<file path="config.mk">
export PLATFORM = sky130hd
export DESIGN_NAME = length_prefixed_frame_decoder_core
export DESIGN_NICKNAME = d
export VERILOG_FILES = /design/src/hw/rtl/lpfd_pkg.sv /design/src/hw/rtl/length_prefixed_frame_decoder_core.sv
export SDC_FILE = /design/constraint.sdc
export NUM_CORES = 1
export LEC_CHECK = 0
export ABC_AREA = 1
export BUFFER_PORTS_ARGS = -buffer_cell sky130_fd_sc_hd__buf_2
export CAP_MARGIN = 20
export CORE_ASPECT_RATIO = 0.8
export CORE_MARGIN = 2
export CORE_UTILIZATION = 40
export CTS_CLUSTER_DIAMETER = 60
export DETAILED_ROUTE_END_ITERATION = 8
export MAX_ROUTING_LAYER = met4
export SYNTH_ARGS = -nofsm -noshare
export SYNTH_HDL_FRONTEND = slang
export SYNTH_SLANG_ARGS = --single-unit
export TNS_END_PERCENT = 30
</file>
<file path="constraint.sdc">
create_clock -name clk_i -period 3 [get_ports clk_i]
set_input_delay 0.3 -clock clk_i [delete_from_list [all_inputs] [get_ports clk_i]]
set_output_delay 0.3 -clock clk_i [all_outputs]
set_load 0.1 [all_outputs]
</file>
<file path="src/hw/rtl/lpfd_pkg.sv">
// Shared constants and types for the length-prefixed frame decoder.
`timescale 1ns / 1ps
`default_nettype none

package lpfd_pkg;

  localparam int unsigned HdrLen  = 6;
  localparam int unsigned PosW    = 17;
  localparam int unsigned LenW    = 16;

  localparam logic [7:0] MagicA      = 8'h43;
  localparam logic [7:0] MagicB      = 8'h48;
  localparam logic [7:0] VersionByte = 8'h01;

  localparam logic [PosW-1:0] PosMax = {PosW{1'b1}};

  // Header offsets
  localparam logic [PosW-1:0] PosMagicA  = 17'd0;
  localparam logic [PosW-1:0] PosMagicB  = 17'd1;
  localparam logic [PosW-1:0] PosVersion = 17'd2;
  localparam logic [PosW-1:0] PosType    = 17'd3;
  localparam logic [PosW-1:0] PosLenHi   = 17'd4;
  localparam logic [PosW-1:0] PosLenLo   = 17'd5;
  localparam logic [PosW-1:0] PosHdrLen  = 17'd6;

  typedef enum logic [2:0] {
    StOk      = 3'd0,
    StShort   = 3'd1,
    StMagic   = 3'd2,
    StVersion = 3'd3,
    StLength  = 3'd4
  } status_e;

endpackage

`default_nettype wire

</file>
<file path="src/hw/rtl/length_prefixed_frame_decoder_core.sv">
// Length-prefixed frame decoder: input register, header decode and result register.
`timescale 1ns / 1ps
`default_nettype none

// Decodes a buffer presented one byte per item. A frame is the header 0x43 0x48 0x01,
// a type byte and a big-endian 16-bit length, followed by the payload. Every input
// item gives exactly one result item. Bytes past the six-byte header come out at once
// with payload_valid_o set, before the frame is checked, so drop the payload of any
// buffer whose final status is not ok. The result for the byte flagged last_byte_i
// carries frame_done_o, the status (0 ok, 1 short, 2 bad magic, 3 bad version,
// 4 length mismatch), the type and the declared length; the decoder then clears itself.
// Throughput is one item per clock while the output is not stalled. Each accepted item is
// held in the input register and then moves to the result register, from which it is
// taken. Stall on the output passes back to in_stall_o in the same cycle once
// both registers hold an item.
module length_prefixed_frame_decoder_core
  import lpfd_pkg::*;
(
  input  wire logic        clk_i,
  input  wire logic        rst_ni,
  input  wire logic        in_valid_i,
  output logic             in_stall_o,
  input  wire logic [7:0]  data_byte_i,
  input  wire logic        last_byte_i,
  output logic             out_valid_o,
  input  wire logic        out_stall_i,
  output logic             payload_valid_o,
  output logic [7:0]       payload_byte_o,
  output logic             frame_done_o,
  output logic [2:0]       status_o,
  output logic [7:0]       frame_type_o,
  output logic [15:0]      payload_length_o
);

  // Input register
  logic            in_valid_q, in_valid_d;
  logic [7:0]      in_byte_q;
  logic            in_last_q;

  // Decoder state
  logic [PosW-1:0] pos_q, pos_d;
  status_e         err_q, err_d;
  logic [7:0]      type_q, type_d;
  logic [LenW-1:0] len_q, len_d;

  // Result register
  logic            out_valid_q, out_valid_d;
  logic            res_pvalid_q, res_pvalid_d;
  logic [7:0]      res_pbyte_q, res_pbyte_d;
  logic            res_done_q, res_done_d;
  status_e         res_status_q, res_status_d;
  logic [7:0]      res_type_q, res_type_d;
  logic [LenW-1:0] res_len_q, res_len_d;

  logic            advance;
  logic            take;
  logic            in_load;
  status_e         err_n;
  logic [7:0]      type_n;
  logic [LenW-1:0] len_n;
  status_e         status_n;

  assign advance    = !out_valid_q || !out_stall_i;
  assign take       = in_valid_q && advance;
  assign in_stall_o = in_valid_q && !advance;
  assign in_load    = in_valid_i && !in_stall_o;

  // Header capture and checks for the byte in the input register
  always_comb begin
    err_n  = err_q;
    type_n = type_q;
    len_n  = len_q;
    priority case (pos_q)
      PosMagicA:  if (in_byte_q != MagicA && err_q == StOk) err_n = StMagic;
      PosMagicB:  if (in_byte_q != MagicB && err_q == StOk) err_n = StMagic;
      PosVersion: if (in_byte_q != VersionByte && err_q == StOk) err_n = StVersion;
      PosType:    type_n = in_byte_q;
      PosLenHi:   len_n = {in_byte_q, len_q[7:0]};
      PosLenLo:   len_n = {len_q[15:8], in_byte_q};
      default:    ;
    endcase

    // Count is pos + 1: short means pos < 5, a match means pos == len + 5
    priority if (pos_q < PosLenLo) begin
      status_n = StShort;
    end else if (err_n != StOk) begin
      status_n = err_n;
    end else if (pos_q != ({1'b0, len_n} + PosLenLo)) begin
      status_n = StLength;
    end else begin
      status_n = StOk;
    end
  end

  always_comb begin
    in_valid_d   = in_load ? 1'b1 : (take ? 1'b0 : in_valid_q);
    out_valid_d  = advance ? in_valid_q : out_valid_q;

    pos_d  = pos_q;
    err_d  = err_q;
    type_d = type_q;
    len_d  = len_q;
    if (take) begin
      if (in_last_q) begin
        pos_d  = '0;
        err_d  = StOk;
        type_d = '0;
        len_d  = '0;
      end else begin
        pos_d  = (pos_q != PosMax) ? pos_q + 1'b1 : pos_q;
        err_d  = err_n;
        type_d = type_n;
        len_d  = len_n;
      end
    end

    res_pvalid_d = (pos_q >= PosHdrLen);
    res_pbyte_d  = res_pvalid_d ? in_byte_q : 8'h00;
    res_done_d   = in_last_q;
    res_status_d = in_last_q ? status_n : StOk;
    res_type_d   = in_last_q ? type_n : 8'h00;
    res_len_d    = in_last_q ? len_n : '0;
  end

  always_ff @(posedge clk_i or negedge rst_ni) begin
    if (!rst_ni) begin
      in_valid_q  <= 1'b0;
      out_valid_q <= 1'b0;
      pos_q       <= '0;
      err_q       <= StOk;
      type_q      <= '0;
      len_q       <= '0;
    end else begin
      in_valid_q  <= in_valid_d;
      out_valid_q <= out_valid_d;
      pos_q       <= pos_d;
      err_q       <= err_d;
      type_q      <= type_d;
      len_q       <= len_d;
    end
  end

  always_ff @(posedge clk_i) begin
    if (in_load) begin
      in_byte_q <= data_byte_i;
      in_last_q <= last_byte_i;
    end
    if (take) begin
      res_pvalid_q <= res_pvalid_d;
      res_pbyte_q  <= res_pbyte_d;
      res_done_q   <= res_done_d;
      res_status_q <= res_status_d;
      res_type_q   <= res_type_d;
      res_len_q    <= res_len_d;
    end
  end

  assign out_valid_o      = out_valid_q;
  assign payload_valid_o  = res_pvalid_q;
  assign payload_byte_o   = res_pbyte_q;
  assign frame_done_o     = res_done_q;
  assign status_o         = res_status_q;
  assign frame_type_o     = res_type_q;
  assign payload_length_o = res_len_q;

  // State clears after the last byte of a buffer
  assert property (@(posedge clk_i) disable iff (!rst_ni)
    (take && in_last_q) |=> (pos_q == '0 && err_q == StOk && len_q == '0))
    else $error("decoder state not cleared after last byte");

  // Position advances by one per byte until it saturates
  assert property (@(posedge clk_i) disable iff (!rst_ni)
    (take && !in_last_q && pos_q != PosMax) |=> (pos_q == $past(pos_q) + 1'b1))
    else $error("byte position did not advance");

  // Frame fields are zero on results that do not end a buffer
  assert property (@(posedge clk_i) disable iff (!rst_ni)
    (out_valid_q && !res_done_q) |->
      (res_status_q == StOk && res_type_q == 8'h00 && res_len_q == '0))
    else $error("frame fields set on a non-final result");

endmodule

`default_nettype wire
</file>
==> results of run 1 <==
==> how the worst min path moves through the flow <==
stage	end	start	slack, ps	depth (start not counted)
3_3_place_gp	len_q[5]	rst_ni	460	1
5_1_grt	in_byte_q[1]	data_byte_i[1]	120	1
2_1_floorplan	err_q[0]	rst_ni	4	0
3_5_place_dp	len_q[6]	rst_ni	460	1
4_1_cts	len_q[6]	rst_ni	100	1
6_report	len_q[6]	rst_ni	60	1
==> worst max-delay path, delay by kind of cell, from the launching register on <==
family	cells	cell delay [ps]
compound gates	2	130
buf+inv	5	420
fa+ha+maj	1	180
flops	1	460
simple gates	14	1400
==> routing by layer <==
metal	up-vias	GRT usage [%]	wire (µm)
li1	2020	-	-
met1	2010	29.4	6310
met2	140	31.4	5550
met3	17	4.46	688
met4	0	4.99	157
met5	-	-	0
==> cells by family (layout without fill, tap and decap cells) <==
| kind of cell | after synthesis | in the layout | synth area share, % |
|---|---|---|---|
| buf+inv | 89 | 162 | 7.15 |
| xor+xnor | 4 | 4 | 0.715 |
| compound gates | 70 | 70 | 8.09 |
| flops | 92 | 92 | 51.7 |
| fa+ha+maj | 5 | 5 | 1.28 |
| simple gates | 321 | 321 | 31.1 |
==> report_power, final <==
| group | total (mW) | internal [mW] | switching [mW] |
|---|---|---|---|
| Clock | 1.16 | 0.654 | 0.506 |
| Sequential | 1.58 | 1.50 | 0.0854 |
| Combinational | 1.44 | 0.328 | 1.11 |
| Total | 4.18 | 2.48 | 1.70 |
==> repair_timing <==
item	CTS	global route
endpoints found under the setup margin	0	4
resized for setup	0	29
buffers inserted	0	9
==> state kept, by name, summed over array words and instances, names as in the netlist <==
register          flops
frame_done_o          1
payload_valid_o       1
pos_q                17
in_valid_q            1
frame_type_o          8
len_q                16
type_q                8
in_byte_q             8
err_q                 3
payload_byte_o        8
payload_length_o     16
out_valid_o           1
in_last_q             1
status_o              3
==> metrics by stage <==
stage	hold slack [ps]	setup WS (ps)	utilization [%]	setup TNS, ps
after floorplan	4.41	252	-	0
after global placement	457	161	44.4	0
after detailed placement	464	35.3	44.4	0
after CTS	99.0	36.8	46.9	0
after global routing	121	-46.4	48.5	-58.5
final	64.1	159	48.5	0
==> synthesized netlist by cell type, drive strengths merged <==
| cell | number |
|---|---|
| nand4 | 8 |
| nor2 | 88 |
| o31ai | 1 |
| nor4 | 6 |
| nor3 | 11 |
| ha | 5 |
| clkinv | 2 |
| nand2 | 167 |
| o22ai | 3 |
| o221a | 1 |
| o21ai | 49 |
| clkbuf | 8 |
| dfrtp | 46 |
| a21oi | 15 |
| edfxtp | 46 |
| buf | 4 |
| and3 | 1 |
| inv | 75 |
| xor2 | 4 |
| nand3 | 39 |
| nor3b | 1 |
| o311a | 1 |
==> cell type report <==
cell class	instances	area share, %
Inverter	77	5.07
Tap cell	152	3.25
Sequential cell	92	43.3
Clock inverter	6	1.24
Multi-Input combinational cell	400	36.2
Clock buffer	10	3.91
Timing Repair Buffer	69	7.10
==> out/qor.yml, run 1 <==
critical_path:
  worstSetupStartpointType: "register"
  crit_path_max_fanout: 7
  timing.critical_path.mode_cell: "nand2_1"
  regToRegStartpoint: "pos_q[1]"
  path_cells: "inv_2 -> ha_2 -> inv_1 -> nor2_2 -> nand2_1 -> nor2_4 -> nand3_4 -> nand2_2 -> o21ai_4 -> buf_4 -> inv_1 -> nand2_1 -> nand2_1 -> nand3_1 -> nand2_1 -> nand2_1 -> inv_1 -> nand2_1 -> nor2_1 -> nand3_1 -> nand2_1 -> a21oi_1"
  cp-end-kind: "register"
  critical_path_class: "reg2reg"
  cp-endpoint: "status_o[2]"
  cp.arrival_ps: 2950
  cp_slowest_stage_delay_ps: 460
  rr_worst_depth: 22
  cp_slowest_cell: "dfrtp_2"
  r2r_slack_ps: 160
  rr_endpoint: "status_o[2]"
  worstSetupStartpoint: "pos_q[1]"
  cp.required_ps: 3100
detailed_routing:
  wl_per_cell_um: 15.8
  ant_nets: 0
  drtIter0Drc: 335
  drc: 0
  vias: 4187
  wl_um: 12700
  dr.pass1.iters: 5
  drt-vias-per-instance: 5.19
sta:
  setup_viol: 0
  hold_viol: 0
  grt_setup_unrepaired: "true"
  skew_ps: 7.10
  finalCritPeriodShare_pct: 94.7
  slew_viol_final: 0
  layout_min_cycle_time_ps: 2840
  tightest_slew_ps: 874
  slew-limit-headroom_pct: 41.7
  max_freq_mhz: 352
finish:
  multi_input_area_um2: 2120
  regArea_um2: 2530
  fin_nets: 667
  antenna_cells: 0
  area_growth_pct: 19.4
  final_common_cell: "nand2_1"
  fin_cells: 806
  final_cell_mix: "nand2_1 (144), nor2_1 (70), inv_1 (64)"
  nFillCells: 1176
  design_area_um2: 5850
  drive_gt1_share_pct: 23.9
cts:
  holdBufCountCts: 0
  root_buffer: "clkbuf_16"
  cts_max_level: 3
  clock_latency_ps: 350
  cts_buffers: 9
  clockBufferDepth: 2
  cts_tree: "built"
  clock-sinks: 92
  clk_pin_slew_ps: 70
pwr:
  ir_worst_vdd_mv: 0.402
  p_per_area_nw_per_um2: 715
  power_mw: 4.18
  cellLeakagePower_nw: 2.68
global_route:
  grt_pass1_wl_um: 20600
  grt_use_total_pct: 21.0
  grt_max_degree: 36
  grt_pass1_vias: 3982
  grt_overflow: 0
  antenna_found_initial: 0
floorplan:
  core_area_um2: 12100
  initial_utilization_pct: 40.6
  dieWidth_um: 128
  dieArea_um2: 13200
  rows: 36
  die_height_um: 103
  ioPinCount: 52
outcome:
  status: "finished, final reports clean"
yosys:
  ys_ff_latch: 92
  synthTopCellsByArea: "edfxtp_1 (28%), dfrtp_1 (23%), nand2_1 (11%)"
  syn_avg_cell_area_um2: 8.44
  synth_top_area_cell: "edfxtp_1"
  synth_cells: 581
  synth_fp_nets: 599
  synth_top_area_share_pct: 28.2
  yosysSeqAreaShare_pct: 51.7
  ys_types: 38
  syn_area_um2: 4900
  yosys_warnings: 0
placement:
  place_inst: 781
  dp_hpwl_um: 9250
  io_buffers: 51
  place_congestion: 1.03
  dpl-instance-area_um2: 5360
min_path:
  min_path_type: "in2async"
run:
  drv_cap: 0
Note: power is estimated with default switching activity, not from simulation.
==> inputs of run 2 (changes only) <==
- MAX_ROUTING_LAYER: met4 -> default
- SKIP_LAST_GASP: default -> 1
==> out/qor.yml, run 2 (synthesis results as in run 1) <==
outcome:
  status: "finished, final reports clean"
pwr:
  p_switching_mw: 1.71
  p_sw_share_pct: 40.8
  ir_worst_vdd_mv: 0.401
  p_per_area_nw_per_um2: 717
  power_mw: 4.19
  cellLeakagePower_nw: 2.67
  intPower_mw: 2.48
  seqPwrFrac_pct: 37.8
  p_clk_share_pct: 27.8
  p_comb_share_pct: 34.4
finish:
  regMostFlops: "pos_q"
  largest_reg_flops: 17
  fin_nets: 667
  drive_gt1_share_pct: 23.5
  postLayoutCoreUtil_pct: 48.4
  nFillCells: 1181
  design_area_um2: 5840
  final_common_cell: "nand2_1"
  area_growth_pct: 19.1
  final_cell_mix: "nand2_1 (145), nor2_1 (70), inv_1 (65)"
  antenna_cells: 0
sta:
  skew_ps: 7.56
  max_freq_mhz: 351
  hold_viol: 0
  slew_viol_final: 0
  grt_setup_unrepaired: "true"
  layout_min_cycle_time_ps: 2850
  finalCritPeriodShare_pct: 94.9
  slew-limit-headroom_pct: 41.6
  setup_viol: 0
  tightest_slew_ps: 876
cts:
  holdBufCountCts: 0
  clk_pin_slew_ps: 70
  cts_tree: "built"
  cts_buffers: 9
  cts_max_level: 3
  root_buffer: "clkbuf_16"
  clock-sinks: 92
  clockBufferDepth: 2
  clock_latency_ps: 350
floorplan:
  die_height_um: 103
  dieWidth_um: 128
  ioPinCount: 52
  core_area_um2: 12100
  dieArea_um2: 13200
  rows: 36
  initial_utilization_pct: 40.6
detailed_routing:
  dr.pass1.iters: 5
  drtIter0Drc: 344
  wl_per_cell_um: 15.8
  drt-vias-per-instance: 5.18
  vias: 4175
  ant_nets: 0
  drc: 0
  wl_um: 12800
global_route:
  grt_max_degree: 36
  grt_pass1_vias: 3986
  use_met1_pct: 29.2
  antenna_found_initial: 0
  grtUsageMet2_pct: 31.6
  top_usage_layer: "met2"
  met3_usage_pct: 4.72
  grt_overflow: 0
  grt_pass1_wl_um: 20600
  grt_use_total_pct: 20.4
critical_path:
  cp.arrival_ps: 2950
  worstSetupStartpointType: "register"
  regToRegStartpoint: "pos_q[5]"
  crit_path_max_fanout: 9
  critical_path_class: "reg2reg"
  cp-endpoint: "status_o[2]"
  cp.required_ps: 3110
  rr_worst_depth: 20
  rr_endpoint: "status_o[2]"
  r2r_slack_ps: 150
  worstSetupStartpoint: "pos_q[5]"
  cp-end-kind: "register"
placement:
  dpl-instance-area_um2: 5360
  place_congestion: 1.01
  io_buffers: 51
  dp_hpwl_um: 9250
min_path:
  min_path_type: "in2async"
run:
  drv_cap: 0
==> run 2: timing repair <==
action / CTS / global route
resized for setup: 0 / 27
setup endpoints to repair: 0 / 4
buffers inserted: 0 / 9
==> run 2: power by group through the flow <==
| stage | clock, mW | sequential [mW] | combinational (mW) |
|---|---|---|---|
| floorplan | 0 | 2.06 | 0.599 |
| global placement | 0 | 1.60 | 1.34 |
| detailed placement | 0 | 1.60 | 1.35 |
| CTS | 1.18 | 1.58 | 1.35 |
| global route | 1.22 | 1.60 | 1.56 |
| finish | 1.16 | 1.58 | 1.44 |
==> run 2: how the worst min path moves through the flow <==
stage / depth (start not counted) / to / slack, ps
floorplan: 0 / err_q[0] / 4
global placement: 1 / len_q[5] / 460
detailed placement: 1 / len_q[6] / 460
CTS: 1 / len_q[6] / 100
global route: 1 / len_q[5] / 120
finish: 1 / len_q[6] / 70
==> run 2: final cells by class <==
class / count / area [µm²] / area share (%)
clock inverters: 6 / 72.6 / 1.24
clock buffers: 10 / 229 / 3.92
multi-input cells: 400 / 2110 / 36.2
inverters: 77 / 297 / 5.08
flip-flops and latches: 92 / 2530 / 43.4
repair buffers: 69 / 403 / 6.90
well taps: 152 / 190 / 3.26
==> run 2: per-stage QoR <==
stage / hold WS (ps) / setup TNS, ps / setup slack (ps) / std cells
4_1_cts: 99.0 / 0 / 36.8 / 797
5_1_grt: 119 / -76.9 / -56.2 / 806
3_5_place_dp: 464 / 0 / 35.3 / 781
2_1_floorplan: 4.41 / 0 / 252 / 581
3_3_place_gp: 457 / 0 / 161 / 781
6_report: 66.2 / 0 / 154 / 806
==> run 2: metal layers <==
layer	routed length (µm)	part of all wire [%]
met1	6350	50
met4	146	1.1
met3	716	5.6
met5	0	0
met2	5550	43
==> run 2: critical path: stages (launching register included) <==
cell and delay [ps]:
dfrtp_1 410, inv_1 260, nand2_1 110, nor2_2 210, nand2_1 140, nand3_4 150, nand2_1 100, nand2_2 130
nand2_4 90, nand2_8 100, nand2_4 70, nor2_4 170, nand3_2 70, nand2_1 70, inv_1 40, nor2_1 90
nand2_1 70, nor2_2 110, nand3_1 100, nand2_1 70, a21oi_1 50
==> inputs of run 3 (changes only) <==
- CORE_UTILIZATION: 40 -> 30
- REMOVE_ABC_BUFFERS: default -> 1
- clock period: 3 -> 3.1 ns (I/O delays scaled with it)
==> out/qor.yml, run 3 (synthesis results as in run 1) <==
detailed_routing:
  wl_um: 12200
  wl_per_cell_um: 14.0
  dr.pass1.iters: 5
  ant_nets: 0
  vias: 4039
  drtIter0Drc: 401
  drc: 0
  drt-vias-per-instance: 4.64
cts:
  clock_latency_ps: 340
  clock-sinks: 92
  cts_tree: "built"
  clockBufferDepth: 2
  root_buffer: "clkbuf_16"
  clk_pin_slew_ps: 60
  cts_buffers: 9
  cts_max_level: 3
floorplan:
  die_height_um: 118
  initial_utilization_pct: 30.8
  dieWidth_um: 147
  core_area_um2: 15900
  rows: 41
  dieArea_um2: 17400
  ioPinCount: 52
sta:
  skew_ps: 7.60
  setup_viol: 0
  fin_tns_setup_ps: 0
  slew-limit-headroom_pct: 50.2
  layout_min_cycle_time_ps: 2870
  grt_setup_unrepaired: "true"
  finalCritPeriodShare_pct: 92.6
  setup_slack_ps: 229
  slew_viol_final: 0
  hold_viol: 0
  max_freq_mhz: 348
  tightest_slew_ps: 746
pwr:
  cellLeakagePower_nw: 2.67
  power_mw: 3.91
  ir_worst_vdd_mv: 0.302
  p_per_area_nw_per_um2: 666
finish:
  regArea_um2: 2530
  largest_reg_flops: 17
  final_cell_mix: "nand2_1 (147), nor2_1 (75), inv_1 (65)"
  final_common_cell: "nand2_1"
  design_area_um2: 5870
  nFillCells: 1649
  drive_gt1_share_pct: 22.3
  antenna_cells: 0
  area_growth_pct: 19.8
  fin_nets: 670
  regMostFlops: "pos_q"
  multi_input_area_um2: 2070
critical_path:
  path_cells: "inv_2 -> ha_1 -> inv_1 -> nor2_2 -> nand2_1 -> nor2_4 -> nand3_4 -> buf_4 -> nand2_1 -> o21ai_1 -> inv_1 -> o21ai_2 -> nand2_1 -> nand2_1 -> nand2_1 -> nand2_1 -> nor2_1 -> nand3_1 -> nand2_1 -> a21oi_1"
  path_buf_inv: 4
  cp_slowest_cell: "dfrtp_2"
  critical_path_class: "reg2reg"
  crit_path_max_fanout: 7
  timing.critical_path.mode_cell: "nand2_1"
  cp.required_ps: 3200
  worstSetupStartpointType: "register"
  cp_slowest_stage_delay_ps: 450
  cp.arrival_ps: 2970
  crit_family: "simple AND/OR/NAND/NOR gates"
  cp-end-kind: "register"
outcome:
  status: "finished, final reports clean"
placement:
  dp_slack_ps: 142
  place_congestion: 0.910
  dp_hpwl_um: 9130
  dpl-instance-area_um2: 5440
  io_buffers: 51
global_route:
  grt_overflow: 0
  grt_use_total_pct: 14.5
  antenna_found_initial: 0
  grt_max_degree: 33
  grt_pass1_vias: 3730
  grt_pass1_wl_um: 19900
min_path:
  min_path_type: "in2reg"
run:
  drv_cap: 0
-- run 3: cell types whose count changed in the layout (fill, tap and decap cells not counted), sizes merged --
| cell | change |
|---|---|
| buf | +2 |
| clkbuf | +2 |
| bufinv | -1 |
| clkinvlp | -1 |
| dlygate4sd3 | +1 |
| inv | -1 |
-- run 3: worst paths after layout --
check,start,end,slack (ps),depth (start not counted)
max,pos_q[1],status_o[2],230,20
min,last_byte_i,in_last_q,140,1
max reg2reg,pos_q[1],status_o[2],230,20
min reg2reg,type_q[7],type_q[7],480,2
max in group asynchronous,rst_ni,pos_q[1],1850,3
min in group asynchronous,rst_ni,len_q[12],490,2
-- run 3: timing repair --
item,CTS,global route
hold buffers,1,0
buffers inserted,0,11
setup endpoints to repair,0,3
endpoints found under the hold margin,20,0
gates resized for setup,0,14
-- run 3: final cells by class --
| cell class | instances | share of cell area [%] |
|---|---|---|
| flip-flops and latches | 92 | 43.1 |
| clock inverters | 3 | 0.383 |
| repair buffers | 72 | 7.28 |
| well taps | 215 | 4.58 |
| clock buffers | 12 | 4.37 |
| inverters | 77 | 5.01 |
| multi-input cells | 400 | 35.3 |
-- run 3: metal layers --
| layer | vias to the layer above | global-route usage (%) | routed length, µm |
|---|---|---|---|
| met3 | 9 | 3.09 | 704 |
| met4 | 0 | 2.82 | 111 |
| met1 | 1886 | 24.0 | 6590 |
| met5 | - | 0 | 0 |
| li1 | 2027 | - | - |
| met2 | 117 | 18.9 | 4770 |
-- run 3: power breakdown --
group | total [mW] | switching (mW) | leakage (nW) | internal, mW
clock | 1.04 | 0.454 | 0.139 | 0.585
combinational | 1.35 | 1.04 | 1.45 | 0.305
sequential | 1.53 | 0.0789 | 1.08 | 1.45
-- run 3: metrics by stage --
| step | hold slack (ps) | util, % | std cells |
|---|---|---|---|
| 6_report | 141 | 36.9 | 871 |
| 4_1_cts | 131 | 36.0 | 860 |
| 3_5_place_dp | 322 | 34.2 | 844 |
| 2_1_floorplan | 14.4 | - | 569 |
| 3_3_place_gp | 313 | 34.2 | 844 |
| 5_1_grt | 136 | 36.9 | 871 |
